--- config.mk ---
export PLATFORM = sky130hd
export DESIGN_NAME = contactor_close_sequencer
export DESIGN_NICKNAME = d
export VERILOG_FILES = /design/src/design/ccs_pkg.sv /design/src/design/ccs_cfg.sv /design/src/design/ccs_step.sv /design/src/design/contactor_close_sequencer.sv
export SDC_FILE = /design/constraint.sdc
export NUM_CORES = 1
export LEC_CHECK = 0
export BUFFER_PORTS_ARGS = -buffer_cell sky130_fd_sc_hd__buf_2
export CORE_MARGIN = 1
export CORE_UTILIZATION = 45
export CTS_CLUSTER_SIZE = 8
export DETAILED_ROUTE_END_ITERATION = 16
export GPL_ROUTABILITY_DRIVEN = 0
export GPL_TIMING_DRIVEN = 0
export PLACE_DENSITY = 0.72
export SKIP_CTS_REPAIR_TIMING = 1
export SYNTH_ARGS = -nofsm -noshare
export SYNTH_HDL_FRONTEND = slang
export SYNTH_SLANG_ARGS = --single-unit
export TNS_END_PERCENT = 1
--- constraint.sdc ---
create_clock -name clk -period 2.9 [get_ports clk]
set_input_delay 0.435 -clock clk [delete_from_list [all_inputs] [get_ports clk]]
set_output_delay 0.435 -clock clk [all_outputs]
set_load 0.01 [all_outputs]
--- src/design/ccs_pkg.sv ---
package ccs_pkg;

  localparam int unsigned CountW = 12;
  localparam int unsigned CfgIdxW = 1;
  localparam int unsigned CfgDataW = 12;

  localparam logic [CountW-1:0] NarrowLimitRst = 12'd77;
  localparam logic [CountW-1:0] WideLimitRst = 12'd232;

  localparam logic [CfgIdxW-1:0] CFG_NARROW = 1'b0;
  localparam logic [CfgIdxW-1:0] CFG_WIDE = 1'b1;

  typedef enum logic [2:0] {
    PH_FIRST   = 3'd0,
    PH_COMMON  = 3'd1,
    PH_CHGDIS  = 3'd2,
    PH_DONE    = 3'd3,
    PH_BLOCKED = 3'd4,
    PH_DISC    = 3'd5,
    PH_SHUT    = 3'd6
  } phase_t;

  typedef struct packed {
    logic              current_valid;
    logic [CountW-1:0] current_counts;
    logic              common_closed;
    logic              charge_closed;
    logic              discharge_closed;
    logic              battery_in_range;
    logic              shutdown_request;
    logic              charge_allowed;
    logic              discharge_allowed;
    logic              charge_override;
    logic              discharge_override;
  } req_t;

  typedef struct packed {
    phase_t phase;
    phase_t phase_before_block;
    logic   charge_confirmed;
    logic   discharge_confirmed;
    logic   startup_done;
    logic   en_common;
    logic   en_charge;
    logic   en_discharge;
    logic   en_hv;
    logic   fault;
    logic   strobe;
    logic   forbid;
  } state_t;

  typedef struct packed {
    logic       common_enable;
    logic       charge_enable;
    logic       discharge_enable;
    logic       high_voltage_enable;
    logic       contactor_fault;
    logic       strobe_light;
    logic       charge_forbid;
    logic       clear_charge_override;
    logic       clear_discharge_override;
    logic       startup_complete;
    logic [2:0] phase_code;
  } res_t;

  typedef struct packed {
    logic [CountW-1:0] narrow;
    logic [CountW-1:0] wide;
  } limits_t;

endpackage

--- src/design/ccs_cfg.sv ---
module ccs_cfg
  import ccs_pkg::*;
(
  input  logic                clk,
  input  logic                rst_n,
  input  logic                cfg_valid,
  output logic                cfg_ready,
  input  logic [CfgIdxW-1:0]  cfg_index,
  input  logic [CfgDataW-1:0] cfg_data,
  output limits_t             limits
);

  logic [CountW-1:0] narrow_r, narrow_nxt;
  logic [CountW-1:0] wide_r, wide_nxt;

  assign cfg_ready = 1'b1;

  always_comb begin
    narrow_nxt = narrow_r;
    wide_nxt = wide_r;
    if (cfg_valid) begin
      unique case (cfg_index)
        CFG_NARROW: narrow_nxt = cfg_data;
        CFG_WIDE:   wide_nxt = cfg_data;
        default: ;
      endcase
    end
  end

  always_ff @(posedge clk) begin
    if (!rst_n) begin
      narrow_r <= NarrowLimitRst;
      wide_r <= WideLimitRst;
    end else begin
      narrow_r <= narrow_nxt;
      wide_r <= wide_nxt;
    end
  end

  assign limits.narrow = narrow_r;
  assign limits.wide = wide_r;

endmodule

--- src/design/ccs_step.sv ---
module ccs_step
  import ccs_pkg::*;
(
  input  req_t    req,
  input  state_t  st,
  input  limits_t limits,
  output state_t  st_nxt,
  output res_t    res
);

  logic   narrow_ok;
  logic   wide_ok;
  logic   err;
  logic   cc;
  logic   dc;
  logic   c_on;
  logic   d_on;
  logic   clr_c;
  logic   clr_d;
  logic   disc;
  phase_t ph;

  assign narrow_ok = req.current_valid && (req.current_counts <= limits.narrow);
  assign wide_ok = req.current_valid && (req.current_counts <= limits.wide);

  always_comb begin
    st_nxt = st;
    clr_c = 1'b0;
    clr_d = 1'b0;
    c_on = 1'b0;
    d_on = 1'b0;
    disc = 1'b0;
    err = 1'b0;
    cc = st.charge_confirmed;
    dc = st.discharge_confirmed;
    ph = st.phase;

    // block before evaluating while battery out of range and not started
    if (!req.battery_in_range && !st.startup_done) begin
      st_nxt.phase_before_block = st.phase;
      ph = PH_BLOCKED;
    end
    st_nxt.phase = ph;

    unique case (ph)
      PH_FIRST: begin
        err = !narrow_ok;
        st_nxt.fault = err;
        if (!err) begin
          st_nxt.en_common = 1'b1;
          st_nxt.phase = PH_COMMON;
        end
      end
      PH_COMMON: begin
        err = !(narrow_ok && req.common_closed);
        st_nxt.fault = err;
        if (!err) begin
          st_nxt.phase = PH_CHGDIS;
          st_nxt.en_charge = 1'b1;
          st_nxt.en_discharge = 1'b1;
        end
      end
      PH_CHGDIS: begin
        cc = st.charge_confirmed || (wide_ok && req.charge_closed);
        dc = st.discharge_confirmed || (wide_ok && req.discharge_closed);
        st_nxt.charge_confirmed = cc;
        st_nxt.discharge_confirmed = dc;
        err = !(cc && dc);
        st_nxt.fault = err;
        st_nxt.startup_done = st.startup_done || !err;
        if (st.startup_done || !err) begin
          st_nxt.en_hv = 1'b1;
          st_nxt.phase = PH_DONE;
        end
        disc = !req.common_closed || (cc && !req.charge_closed) ||
               (dc && !req.discharge_closed);
      end
      PH_DONE: begin
        if (req.shutdown_request) begin
          st_nxt.phase = PH_SHUT;
        end else begin
          if (!req.common_closed) begin
            disc = 1'b1;
          end else if (req.charge_allowed && req.charge_override &&
                       !req.charge_closed) begin
            clr_c = 1'b1;
            c_on = 1'b1;
            st_nxt.en_charge = 1'b1;
            st_nxt.phase = PH_CHGDIS;
          end else if (req.discharge_allowed && req.discharge_override &&
                       !req.discharge_closed) begin
            clr_d = 1'b1;
            d_on = 1'b1;
            st_nxt.en_discharge = 1'b1;
            st_nxt.phase = PH_CHGDIS;
          end
          if ((req.charge_allowed && !req.charge_closed && !c_on) ||
              (req.discharge_allowed && !req.discharge_closed && !d_on)) begin
            disc = 1'b1;
          end
        end
      end
      PH_BLOCKED: begin
        if (st_nxt.phase_before_block == PH_CHGDIS &&
            (!req.common_closed || (st.charge_confirmed && !req.charge_closed) ||
             (st.discharge_confirmed && !req.discharge_closed))) begin
          disc = 1'b1;
        end else if (req.battery_in_range) begin
          clr_c = 1'b1;
          clr_d = 1'b1;
          st_nxt.phase = PH_FIRST;
        end
      end
      PH_DISC, PH_SHUT: ;
      default: st_nxt.phase = PH_FIRST;
    endcase

    if (disc) begin
      st_nxt.en_common = 1'b0;
      st_nxt.en_charge = 1'b0;
      st_nxt.en_discharge = 1'b0;
      st_nxt.en_hv = 1'b0;
      st_nxt.fault = 1'b1;
      st_nxt.strobe = 1'b1;
      st_nxt.forbid = 1'b1;
      st_nxt.phase = PH_DISC;
    end
  end

  always_comb begin
    res.common_enable = st_nxt.en_common;
    res.charge_enable = st_nxt.en_charge;
    res.discharge_enable = st_nxt.en_discharge;
    res.high_voltage_enable = st_nxt.en_hv;
    res.contactor_fault = st_nxt.fault;
    res.strobe_light = st_nxt.strobe;
    res.charge_forbid = st_nxt.forbid;
    res.clear_charge_override = clr_c;
    res.clear_discharge_override = clr_d;
    res.startup_complete = st_nxt.startup_done;
    res.phase_code = st_nxt.phase;
  end

endmodule

--- src/design/contactor_close_sequencer.sv ---
// contactor close sequencer: one request per tick
// input channel (in_valid/in_ready) carries one tick of current reading,
// contactor sense levels and battery manager status; the result channel
// (out_valid/out_ready) returns the contactor drive levels, fault flags,
// override clear pulses and the phase code after that tick
// cfg channel writes the two current limits (index 0 narrow, 1 wide);
// always ready, write only while no request is in flight
// a request taken into the input register is evaluated against the sequencer
// state, and its result is loaded into the result register and marked valid
// throughput: one request per clock while results are taken, set by the
// single evaluate stage between the input register and the result register
// reset (rst_n low, synchronous): phase back to first check, all enables,
// confirms and fault flags cleared, limits back to 77 and 232
// a stalled receiver holds the result; one more request is taken into
// the input register, then in_ready drops until the result is taken
module contactor_close_sequencer
  import ccs_pkg::*;
(
  input  logic                clk,
  input  logic                rst_n,
  input  logic                in_valid,
  output logic                in_ready,
  input  logic                in_current_valid,
  input  logic [CountW-1:0]   in_current_counts,
  input  logic                in_common_closed,
  input  logic                in_charge_closed,
  input  logic                in_discharge_closed,
  input  logic                in_battery_in_range,
  input  logic                in_shutdown_request,
  input  logic                in_charge_allowed,
  input  logic                in_discharge_allowed,
  input  logic                in_charge_override,
  input  logic                in_discharge_override,
  output logic                out_valid,
  input  logic                out_ready,
  output logic                out_common_enable,
  output logic                out_charge_enable,
  output logic                out_discharge_enable,
  output logic                out_high_voltage_enable,
  output logic                out_contactor_fault,
  output logic                out_strobe_light,
  output logic                out_charge_forbid,
  output logic                out_clear_charge_override,
  output logic                out_clear_discharge_override,
  output logic                out_startup_complete,
  output logic [2:0]          out_phase_code,
  input  logic                cfg_valid,
  output logic                cfg_ready,
  input  logic [CfgIdxW-1:0]  cfg_index,
  input  logic [CfgDataW-1:0] cfg_data
);

  limits_t limits;
  req_t    req_r;
  logic    req_valid_r;
  state_t  st_r;
  state_t  st_nxt;
  res_t    res_nxt;
  res_t    res_r;
  logic    out_valid_r;
  logic    advance;

  ccs_cfg u_cfg (
    .clk       (clk),
    .rst_n     (rst_n),
    .cfg_valid (cfg_valid),
    .cfg_ready (cfg_ready),
    .cfg_index (cfg_index),
    .cfg_data  (cfg_data),
    .limits    (limits)
  );

  ccs_step u_step (
    .req    (req_r),
    .st     (st_r),
    .limits (limits),
    .st_nxt (st_nxt),
    .res    (res_nxt)
  );

  assign advance = req_valid_r && (!out_valid_r || out_ready);
  assign in_ready = !req_valid_r || advance;

  always_ff @(posedge clk) begin
    if (!rst_n) begin
      req_valid_r <= 1'b0;
    end else if (in_ready) begin
      req_valid_r <= in_valid;
    end
  end

  always_ff @(posedge clk) begin
    if (in_valid && in_ready) begin
      req_r.current_valid <= in_current_valid;
      req_r.current_counts <= in_current_counts;
      req_r.common_closed <= in_common_closed;
      req_r.charge_closed <= in_charge_closed;
      req_r.discharge_closed <= in_discharge_closed;
      req_r.battery_in_range <= in_battery_in_range;
      req_r.shutdown_request <= in_shutdown_request;
      req_r.charge_allowed <= in_charge_allowed;
      req_r.discharge_allowed <= in_discharge_allowed;
      req_r.charge_override <= in_charge_override;
      req_r.discharge_override <= in_discharge_override;
    end
  end

  always_ff @(posedge clk) begin
    if (!rst_n) begin
      st_r <= '{phase: PH_FIRST, phase_before_block: PH_FIRST, default: 1'b0};
    end else if (advance) begin
      st_r <= st_nxt;
    end
  end

  always_ff @(posedge clk) begin
    if (!rst_n) begin
      out_valid_r <= 1'b0;
    end else if (advance) begin
      out_valid_r <= 1'b1;
    end else if (out_ready) begin
      out_valid_r <= 1'b0;
    end
  end

  always_ff @(posedge clk) begin
    if (advance) begin
      res_r <= res_nxt;
    end
  end

  assign out_valid = out_valid_r;
  assign out_common_enable = res_r.common_enable;
  assign out_charge_enable = res_r.charge_enable;
  assign out_discharge_enable = res_r.discharge_enable;
  assign out_high_voltage_enable = res_r.high_voltage_enable;
  assign out_contactor_fault = res_r.contactor_fault;
  assign out_strobe_light = res_r.strobe_light;
  assign out_charge_forbid = res_r.charge_forbid;
  assign out_clear_charge_override = res_r.clear_charge_override;
  assign out_clear_discharge_override = res_r.clear_discharge_override;
  assign out_startup_complete = res_r.startup_complete;
  assign out_phase_code = res_r.phase_code;

`ifndef SYNTH
  a_disc_dead: assert property (@(posedge clk) disable iff (!rst_n)
    st_r.phase == PH_DISC |->
      !st_r.en_common && !st_r.en_charge && !st_r.en_discharge && !st_r.en_hv &&
      st_r.fault && st_r.strobe && st_r.forbid)
    else $error("disconnected phase with drive or flags inconsistent");

  a_hv_needs_startup: assert property (@(posedge clk) disable iff (!rst_n)
    st_r.en_hv |-> st_r.startup_done)
    else $error("high voltage enabled before startup done");

  a_stall_blocks_in: assert property (@(posedge clk) disable iff (!rst_n)
    req_valid_r && out_valid_r && !out_ready |-> !in_ready)
    else $error("input taken while both stages are full and stalled");

  a_advance_shows: assert property (@(posedge clk) disable iff (!rst_n)
    advance |=> out_valid_r)
    else $error("evaluated request not presented");

  a_state_holds: assert property (@(posedge clk) disable iff (!rst_n)
    !$past(advance) && $past(rst_n) |-> $stable(st_r))
    else $error("sequencer state changed without a request");
`endif

endmodule

; After elaboration in Yosys (flattened, before gate mapping)
; Cells that the tools add are included.
[op_classes]
muxes = 49
n_bitwise = 1
order_cmp = 2
n_reduce_logical = 50
n_eq_ne = 7
[ops]
columns = cell, n
row1 = 3-bit two-way mux, 12
row2 = 1-bit two-way mux, 27
row3 = 12-bit <= comparator, 2
row4 = 1-bit logical AND, 22
row5 = 3-bit one-hot mux with 6 select lines, 1
row6 = 1-bit zero test, 12
row7 = 1-bit logical OR, 10
row8 = "3-bit by 2-bit equality test with 1-bit output, second input constant", 3
row9 = "3-bit equality test, second input constant", 3
row10 = 7-bit two-way mux, 1
row11 = 2-bit two-way mux, 3
row12 = 1-bit one-hot mux with 3 select lines, 2
row13 = 2-bit AND reduction, 3
row14 = 1-bit one-hot mux with 2 select lines, 2
row15 = 2-bit one-hot mux with 2 select lines, 1
row16 = "3-bit by 1-bit equality test with 1-bit output, second input constant", 1
row17 = 3-bit zero test, 1
row18 = 2-bit nonzero test, 1
row19 = 2-bit OR reduction, 1
row20 = 1-bit NOT, 1
[totals]
inputBits = 40
output_inout_bits = 16
reg_bits = 77

; Logic depth before layout (Yosys ltp)
; Gate-level depths: netlist (run 1).
[depth]
word_depth = 14
ltp_mapped = 9

; Modules after synthesis
; Synthesis (run 1) repeated with hierarchy kept, for this count alone.
[unflattened]
hier_cells = 401
hier_area_um2 = 4066.4
[modules_own_cells]
columns = module, cells_each, seq_area_each_um2, area_per_inst_um2, instances
row1 = contactor_close_sequencer, 114, 1411.4, 1794.2, 1
row2 = ccs_step, 184, 0.0, 1246.2, 1
row3 = ccs_cfg, 103, 480.5, 1026.0, 1

; Least setup slack after synthesis (run 1)
; No wires, ideal clock.
[synth_timing]
path_type = register to register
from = register req_r[19] (netlist name)
to = register res_r (netlist bit out_phase_code[0]), data pin
stages_incl_launch_ff = 8
setup_time_ps = 265
period_less_slack_ps = 2143
t_arrival_ps = 1878
path_slack_ps = 757
path_cell_list = edfxtp_1 ha_1 nand4_1 nor4_1 a31o_1 nand3_1 o211a_1 or3_1
[synth_rtl]
columns = item, line
row1 = start: declaration, contactor_close_sequencer.sv:54  ; req_t req_r;
row2 = end signal: assignment, contactor_close_sequencer.sv:128  ; res_r <= res_nxt;
row3 = end: declaration, contactor_close_sequencer.sv:59  ; res_t res_r;

==> flow_summary.yaml, run 1 <==
run_status:
  run_status: "complete, no violations"
clock_network:
  insertion_delay_ns: 0.34
  tritoncts: "done"
  numCtsBuffers: 9
  cts.sinks: 77
  cts-root-buf: "clkbuf_8"
  path_clk_slew_ns: 0.08
  cts_buffer_depth: 2
  cts_max_level: 3
grt:
  grtUsageMet1: 0.238
  grt_max_degree: 23
  top_usage_layer: "met2"
  grt_pass1_wl_mm: 12.1
  antenna_found_initial: 0
  met2_usage: 0.318
  grt_usage: 0.187
  grt_use_met3: 0.0265
  grt_pass1_vias: 2644
  gr-total-overflow: 0
layout:
  area_growth_pct: 17.3
  num-fill-cells: 703
  diodes: 0
  layout-drive-gt1-share: 0.180
  finish.utilization: 0.549
  nNetsFinal: 493
worst_setup_path:
  crit_fanout: 3
  critical-path-slowest-cell: "nor4_1"
  slowest_delay_ns: 0.45
  crit_path_start_kind: "flip-flop"
  path_cells: "ha_1 -> nand4_1 -> nor4_1 -> a31o_1 -> nand3_1 -> o211a_1 -> or3_1"
  cp.required_ns: 2.99
  critPathKind: "reg -> reg"
  end_kind: "flip-flop"
  arrival_ns: 2.61
sta:
  setup_viol: 0
  setup_slack_ns: 0.380
  hold_viol: 0
  slew_viol_final: 0
  period_minus_slack_ns: 2.52
  fin_worst_skew_ns: 0.00952
  relSlewSlack: 0.270
  worst_pin_slew_ns: 1.10
  rsz0062_at_grt: "false"
  fin_crit_sh: 0.869
  whs_ns: 0.262
  fmax_mhz: 397
  final.setup.tns_ns: 0
synth:
  synth-simple-area-share: 0.166
  syn_avg_cell_area_um2: 9.99
  ys_seq_area_frac: 0.520
  syn_inst: 364
  synth_top_family_by_area: "compound AO/OA/AOI/OAI gates"
  ys_warn_count: 0
  synth_cell_type_count: 45
  yosys.area_share.adder: 0.0826
  synth_seq_cells: 77
  syn_area_mm2: 0.00364
  synth-compound-area-share: 0.182
  synth-xor-area-share: 0
  synth_nets: 428
  synth_mux_area_frac: 0
routing:
  remaining_drc_errors: 0
  drtPass1Iterations: 4
  ant_nets: 0
  num_vias: 2777
  viasPerCell: 5.18
  routed_wl_mm: 7.41
  wl_per_cell_um: 13.8
  drtIter0Drc: 160
run:
  maxCapViolCount: 0
floorplan:
  std_cell_rows: 32
  die_y_um: 91.9
  num_io_pins: 56
  core_area_mm2: 0.00777
  die_area_mm2: 0.00845
  initial_core_util: 0.468
  die_w_um: 91.9
power_and_ir_drop:
  leakage_nw: 1.74
  power.total_mw: 2.39
  ir_worst_vdd_uv: 428
  powerDensity_mw_per_mm2: 559
placed_design:
  pre_cts_slack_ns: 0.450
  post-dp-hpwl_mm: 5.50
  io_buffer_count: 54
worst_hold_path:
  hp-class: "in -> reg"
power by group:
part	internal (mW)	switching, mW	leakage (nW)
logic	0.0994	0.137	0.945
clock network	0.565	0.369	0.115
registers	1.19	0.0276	0.683
total	1.85	0.534	1.74
stage by stage:
| step | instances | area (µm²) |
|---|---|---|
| final | 536 | 4270 |
| after global routing | 536 | 4270 |
| after CTS | 536 | 4270 |
| after detailed placement | 520 | 4040 |
| after global placement | 520 | 4040 |
| after floorplan | 364 | 3640 |
cell usage in the layout, fill, tap and decap left out, types with 3 or more instances in the layout:
cell	count
a211o_1	3
a21boi_0	22
a21oi_1	20
and2_1	3
buf_2	55
bufinv_16	3
clkbuf_1	12
clkbuf_8	9
dfxtp_1	42
edfxtp_1	35
ha_1	24
inv_1	30
nand2_1	61
nand2b_1	8
nand3_1	13
nand4_1	5
nor2_1	6
nor2b_1	12
o211ai_1	11
o21a_1	12
o21ai_0	10
cells in the mapped netlist, drive strengths merged:
cell / count / area [µm²]
nand2: 62 / 235
dfxtp: 42 / 841
edfxtp: 35 / 1050
inv: 30 / 113
ha: 24 / 300
a21boi: 22 / 165
a21oi: 21 / 109
nand3: 13 / 65.1
nor2b: 12 / 75.1
o21a: 12 / 90.1
o21ai: 12 / 60.1
clkbuf: 11 / 41.3
o211ai: 11 / 82.6
nand2b: 8 / 50.1
nor2: 6 / 22.5
nand4: 5 / 31.3
nor3: 4 / 30.0
a211o: 3 / 26.3
and2: 3 / 18.8
buf: 3 / 23.8
a31oi: 2 / 12.5
and4: 2 / 17.5
nor3b: 2 / 15.0
o221a: 2 / 22.5
o31a: 2 / 17.5
or3: 2 / 12.5
a21o: 1 / 7.51
a31o: 1 / 8.76
and3: 1 / 6.26
conb: 1 / 3.75
nor4: 1 / 6.26
o2111ai: 1 / 15.0
o211a: 1 / 10.0
o21ba: 1 / 10.0
o21bai: 1 / 7.51
o22ai: 1 / 6.26
o32a: 1 / 10.0
or2: 1 / 6.26
or3b: 1 / 11.3
critical path, delay by kind of cell, from the launching register on:
family	cells	cell delay, ns
AO/OA/AOI/OAI	2	0.40
AND/OR/NAND/NOR	4	1.09
flip-flops	1	0.43
adder cells (fa/ha/maj)	1	0.35
final cells by class:
type	instances	area, µm²	share of cell area
Multi-Input combinational cell	243	1570	0.368
Clock buffer	10	128	0.0299
Inverter	30	113	0.0264
Timing Repair Buffer	54	270	0.0634
Clock inverter	6	103	0.0241
Tap cell	102	128	0.0299
Buffer	14	65.1	0.0153
Sequential cell	77	1890	0.444
flip-flops by register name, summed over array words and instances (netlist names):
register and flops:
out_charge_enable 1, out_charge_forbid 1, out_clear_charge_override 1, out_clear_discharge_override 1, out_common_enable 1, out_contactor_fault 1
out_discharge_enable 1, out_high_voltage_enable 1, out_phase_code 3, out_startup_complete 1, out_strobe_light 1, out_valid 1
req_r 22, req_valid_r 1, st_r 16, u_cfg.narrow_r 12, u_cfg.wide_r 12
final timing paths:
kind,to,startpoint,cells after the start,slack (ns)
max,out_phase_code[0]$_DFFE_PP_,req_r[19]$_DFFE_PP_,7,0.38
min,req_r[5]$_DFFE_PP_,in_battery_in_range,1,0.26
max reg2reg,out_phase_code[0]$_DFFE_PP_,req_r[19]$_DFFE_PP_,7,0.38
min reg2reg,st_r[3]$_SDFFE_PN0P_,st_r[3]$_SDFFE_PN0P_,2,0.46
routing by layer:
metal | wire [µm] | share of wire | up-vias
met5 | 0 | 0 | -
met4 | 133 | 0.018 | 0
met3 | 376 | 0.051 | 12
met2 | 3520 | 0.47 | 82
met1 | 3380 | 0.46 | 1275
li1 | - | - | 1408
cells by family after synthesis:
group,count (synthesis)
buffers and inverters,44
DFF,77
adders and majority gates,24
AOI/OAI and AO/OA,95
other,1
and+or+nand+nor,123
(Power assumes the default switching activity.)
==> run 2, diff against run 1 <==
Settings changed: CORE_ASPECT_RATIO set to 0.5, CORE_UTILIZATION 45 to 41, PLACE_DENSITY 0.72 to 0.67.
==> run 2 against run 1 <==
  * Wire length hardly changed
  * Final cell count is 1.9% higher
  * Die area is 9.8% higher
  * Clock power is 4.4% higher
  * Clock-buffer cell count is 4 higher
  * Sequential power hardly changed
  * Global-route usage is 0.67 points lower
  * Critical path depth stayed put
  * Total power is 1.7% higher
  * Register-to-register slack better by 0.07 ns
  * Design area is 0.85% higher
  * Largest cell class unchanged
  * Largest power group unchanged
==> flow_summary.yaml, run 2 (synthesis results as in run 1) <==
routing:
  drtPass1Iterations: 4
  remaining_drc_errors: 0
  num_vias: 2677
  wl_per_cell_um: 13.6
  viasPerCell: 4.90
  routed_wl_mm: 7.41
  drtIter0Drc: 142
  ant_nets: 0
sta:
  setup_slack_ns: 0.450
  hold_viol: 0
  slew_viol_final: 0
  setup_viol: 0
  rsz0062_at_grt: "false"
  relSlewSlack: 0.291
  worst_pin_slew_ns: 1.06
  fin_worst_skew_ns: 0.00364
  final.setup.tns_ns: 0
  fin_crit_sh: 0.845
  fmax_mhz: 408
  period_minus_slack_ns: 2.45
  whs_ns: 0.274
grt:
  top_usage_layer: "met2"
  grt_max_degree: 23
  grt_pass1_vias: 2530
  antenna_found_initial: 0
  gr-total-overflow: 0
  grt_usage: 0.180
  grt_pass1_wl_mm: 12.4
  grtUsageMet1: 0.232
  met2_usage: 0.292
  grt_use_met3: 0.0614
floorplan:
  initial_core_util: 0.439
  core_area_mm2: 0.00829
  die_area_mm2: 0.00927
  die_w_um: 135
  num_io_pins: 56
  die_y_um: 68.6
  std_cell_rows: 23
clock_network:
  cts.sinks: 77
  insertion_delay_ns: 0.33
  path_clk_slew_ns: 0.06
  numCtsBuffers: 9
  tritoncts: "done"
  cts_buffer_depth: 2
  cts_max_level: 3
  cts-root-buf: "clkbuf_16"
power_and_ir_drop:
  seqPwrFrac: 0.502
  power.switching_mw: 0.560
  power.clock.fraction: 0.402
  power.total_mw: 2.43
  leakage_nw: 1.75
  internal-power_mw: 1.87
  ir_worst_vdd_uv: 331
  powerDensity_mw_per_mm2: 564
  p_comb_frac: 0.096
  p_sw_frac: 0.231
layout:
  diodes: 0
  nNetsFinal: 493
  layout-drive-gt1-share: 0.175
  largest_reg_flops: 22
  num-fill-cells: 784
  seqCellArea_mm2: 0.00189
  multi_input_area_mm2: 0.00157
  fin_area_mm2: 0.00430
  finish.utilization: 0.519
  top_register: "req_r"
  fin_cells: 546
  final_cell_mix: "nand2_1, buf_2, dfxtp_1, edfxtp_1, inv_1"
  area_growth_pct: 18.3
  top_regs: "req_r (22), st_r (16)"
  final_common_cell: "nand2_1"
worst_setup_path:
  cp.depth: 7
  critPathKind: "reg -> reg"
  endpoint: "out_phase_code[0]$_DFFE_PP_"
  crit_path_start_kind: "flip-flop"
  crit_buf_inv: 0
  ff2ff_setup_slack_ns: 0.45
  critPathLaunch: "req_r[19]$_DFFE_PP_"
  slowest_delay_ns: 0.41
  crit_fanout: 3
  cp.required_ns: 2.97
  reg2reg_depth: 7
  end_kind: "flip-flop"
  crit-reg2reg-launch: "req_r[19]$_DFFE_PP_"
  critical-path-top-delay-family: "simple AND/OR/NAND/NOR gates"
  timing.rr.end: "out_phase_code[0]$_DFFE_PP_"
  path_cells: "ha_1 -> nand4_1 -> nor4_1 -> a31o_1 -> nand3_1 -> o211a_1 -> or3_1"
  arrival_ns: 2.52
  critical-path-slowest-cell: "nor4_1"
run:
  maxCapViolCount: 0
placed_design:
  placed_cell_area_mm2: 0.00405
  pre_cts_slack_ns: 0.505
  post-dp-hpwl_mm: 5.52
  io_buffer_count: 54
  dp_cells: 530
run_status:
  run_status: "complete, no violations"
worst_hold_path:
  hp-class: "in -> reg"
-- run 2: layout make-up --
| class | instances | share of cell area |
|---|---|---|
| flip-flops and latches | 77 | 0.440 |
| multi-input cells | 243 | 0.364 |
| repair buffers | 54 | 0.0628 |
| clock buffers | 14 | 0.0567 |
| well taps | 112 | 0.0326 |
| inverters | 30 | 0.0262 |
| plain buffers | 14 | 0.0151 |
| clock inverters | 2 | 0.00233 |
-- run 2: worst min-delay path by stage --
stage               depth (start not counted)  slack [ns]              endpoint                  from
global route                                1        0.26    req_r[9]$_DFFE_PP_  in_current_counts[0]
floorplan                                   2        0.43  st_r[3]$_SDFFE_PN0P_  st_r[3]$_SDFFE_PN0P_
CTS                                         1        0.26   req_r[12]$_DFFE_PP_  in_current_counts[3]
detailed placement                          2        0.44  st_r[3]$_SDFFE_PN0P_  st_r[3]$_SDFFE_PN0P_
global placement                            2        0.43  st_r[3]$_SDFFE_PN0P_  st_r[3]$_SDFFE_PN0P_
finish                                      1        0.27   req_r[17]$_DFFE_PP_  in_current_counts[8]
-- run 2: power groups by stage --
stage	logic [mW]	registers (mW)	clock network, mW
finish	0.233	1.22	0.975
detailed placement	0.233	1.24	0
floorplan	0.147	1.24	0
global route	0.269	1.22	1.05
CTS	0.235	1.22	1.00
global placement	0.228	1.24	0
-- run 2: worst reg2reg max path, stage by stage (launching register included) --
cell and delay (ns):
edfxtp_1 0.40, ha_1 0.33, nand4_1 0.16, nor4_1 0.41
a31o_1 0.26, nand3_1 0.10, o211a_1 0.16, or3_1 0.37
-- run 2: layer usage --
| metal | vias up | part of all wire | routed length [µm] |
|---|---|---|---|
| li1 | 1414 | - | - |
| met1 | 1211 | 0.51 | 3790 |
| met2 | 47 | 0.44 | 3240 |
| met3 | 5 | 0.044 | 329 |
| met4 | 0 | 0.0078 | 58 |
| met5 | - | 0 | 0 |
==> run 3, diff against run 2 <==
Settings changed: ABC_AREA set to 1, PLACE_DENSITY 0.67 to 0.69.
Clock period 2.9 ns to 2.2 ns, I/O delays scaled along.
==> run 3 against run 2 <==
  * Design area grew 0.23%
  * Global-route usage shrank 0.93 points
  * Total power grew 40%
  * Utilization grew 0.30 points
  * Register-to-register slack lost 0.34 ns
  * Synthesized cell count grew 12%
  * Sequential share of layout area shrank 0.10 points
  * Clock skew grew 0.00056 ns
  * Clock power grew 43%
  * Critical path depth grew 7
==> flow_summary.yaml, run 3 <==
run_status:
  run_status: "complete, no violations"
routing:
  drtIter0Drc: 121
  remaining_drc_errors: 0
  ant_nets: 0
  wl_per_cell_um: 12.1
  drtPass1Iterations: 4
  routed_wl_mm: 7.13
  num_vias: 2770
  viasPerCell: 4.69
sta:
  fin_crit_sh: 0.949
  fmax_mhz: 479
  period_minus_slack_ns: 2.09
  fin_worst_skew_ns: 0.00420
  setup_viol: 0
  hold_viol: 0
  rsz0062_at_grt: "true"
  final.setup.tns_ns: 0
  worst_pin_slew_ns: 0.905
  slew_viol_final: 0
  relSlewSlack: 0.396
clock_network:
  numCtsBuffers: 9
  path_clk_slew_ns: 0.05
  cts_buffer_depth: 2
  cts_max_level: 3
  insertion_delay_ns: 0.34
  tritoncts: "done"
  cts.sinks: 77
  cts-root-buf: "clkbuf_16"
grt:
  gr-total-overflow: 0
  grt_pass1_wl_mm: 11.6
  grt_pass1_vias: 2469
  antenna_found_initial: 0
  grt_usage: 0.171
  grt_max_degree: 23
synth:
  yosysTopAreaCell: "edfxtp_1"
  synth_seq_cells: 77
  synth_commonest_cells: "nand2_1, inv_1, dfxtp_1, a21oi_1, edfxtp_1"
  synth_cell_type_count: 32
  syn_avg_cell_area_um2: 8.83
  ys_seq_area_frac: 0.525
  synth_top_area_share: 0.292
  ys_warn_count: 0
  yosysMostFrequentCell: "nand2_1"
  syn_area_mm2: 0.00360
  syn_inst: 408
  ys.flop_type: "dfxtp_1"
  synth-edff-count: 35
  synth_nets: 472
  synthTopCellsByArea: "edfxtp_1, dfxtp_1, ha_1"
  async_flop_share: 0
power_and_ir_drop:
  powerDensity_mw_per_mm2: 790
  p_sw_frac: 0.238
  p_comb_frac: 0.115
  internal-power_mw: 2.59
  leakage_nw: 2.04
  power.clock.fraction: 0.408
  ir_worst_vdd_uv: 502
  power.switching_mw: 0.810
  seqPwrFrac: 0.477
layout:
  layout-drive-gt1-share: 0.186
  final_cell_mix: "inv_1, nand2_1, buf_2, dfxtp_1, a21oi_1"
  diodes: 0
  fin_area_mm2: 0.00431
  top_register: "req_r"
  area_growth_pct: 19.7
  largest_reg_flops: 22
  nNetsFinal: 537
  top_regs: "req_r (22), st_r (16)"
  final_common_cell: "inv_1"
floorplan:
  die_area_mm2: 0.00918
  initial_core_util: 0.436
  die_y_um: 68.3
  die_w_um: 135
  core_area_mm2: 0.00826
  num_io_pins: 56
  std_cell_rows: 23
worst_setup_path:
  end_kind: "flip-flop"
  critPathLaunch: "req_r[20]$_DFFE_PP_"
  cp.required_ns: 2.28
  crit-reg2reg-launch: "req_r[20]$_DFFE_PP_"
  arrival_ns: 2.17
  critPathKind: "reg -> reg"
  crit_fanout: 3
  crit_path_start_kind: "flip-flop"
  ff2ff_setup_slack_ns: 0.11
placed_design:
  placed_cell_area_mm2: 0.00401
  io_buffer_count: 54
  post-dp-hpwl_mm: 5.24
run:
  maxCapViolCount: 0
worst_hold_path:
  hp-start: "in_current_counts[8]"
  hp-class: "in -> reg"
[run 3: cell count changes after synthesis, moves of 11 or more]
| cell | previous run | this run |
|---|---|---|
| a21boi_0 | 22 | 0 |
| a21oi_1 | 20 | 40 |
| inv_1 | 30 | 74 |
| nand2_1 | 61 | 76 |
| nor2_1 | 6 | 24 |
| nor2b_1 | 12 | 0 |
| o21a_1 | 12 | 1 |
| o21ai_0 | 10 | 29 |
[run 3: metal layers]
| metal | up-vias | global-route usage | wire, µm |
|---|---|---|---|
| met5 | - | 0 | 0 |
| met4 | 0 | 0.0758 | 112 |
| met3 | 8 | 0.0607 | 384 |
| met2 | 53 | 0.273 | 3190 |
| met1 | 1234 | 0.212 | 3450 |
| li1 | 1475 | - | - |
[run 3: power by group through the flow]
stage          clock [mW]  combinational (mW)  sequential [mW]
4_1_cts              1.43               0.390             1.62
3_3_place_gp            0               0.380             1.65
6_report             1.39               0.391             1.62
3_5_place_dp            0               0.387             1.65
5_1_grt              1.48               0.451             1.63
2_1_floorplan           0               0.258             1.65
[run 3: logic make-up (layout without fill, tap and decap cells)]
group                      after synthesis  count (layout)  share of synthesized area
and+or+nand+nor                        138             138                      0.172
DFF                                     77              77                      0.525
other                                    1               1                    0.00104
AOI/OAI and AO/OA                       84              84                      0.130
adders and majority gates               24              24                     0.0834
buffers and inverters                   84             154                     0.0890
[run 3: worst max-delay path, stage by stage (launching register included)]
cell and delay, ns:
edfxtp_1 0.42, ha_1 0.32, nand2_1 0.07, inv_1 0.05, nand2_1 0.06, nor2_2 0.14, nand2_1 0.07, nand3_1 0.08
nand2_2 0.08, nand3_1 0.10, nand2_1 0.06, nand2_1 0.11, nand2_1 0.10, nand2_2 0.09, nand3_1 0.08
[run 3: final cells by class]
class	instances	area (µm²)
Timing Repair Buffer	54	270
Fill cell	791	3950
Buffer	7	31.3
Tap cell	112	140
Sequential cell	77	1890
Clock buffer	15	278
Multi-Input combinational cell	247	1410
Inverter	77	289
Clock inverter	1	5.00
[run 3: worst paths after layout]
| kind | to | cells after the start |
|---|---|---|
| max reg2reg | out_phase_code[0]$_DFFE_PP_ | 14 |
| min | req_r[17]$_DFFE_PP_ | 1 |
| min reg2reg | u_cfg.narrow_r[1]$_SDFFE_PN0P_ | 2 |
| max | out_phase_code[0]$_DFFE_PP_ | 14 |
[run 3: through the flow]
stage	hold slack (ns)	power (mW)	setup WS [ns]	utilization	cells
after floorplan	0.429	1.91	0.408	-	408
after global placement	0.446	2.03	0.0905	0.486	574
after detailed placement	0.450	2.04	0.0795	0.486	574
after CTS	0.147	3.44	0.0631	0.520	590
after global routing	0.151	3.56	-0.0549	0.522	590
final	0.164	3.40	0.113	0.522	590
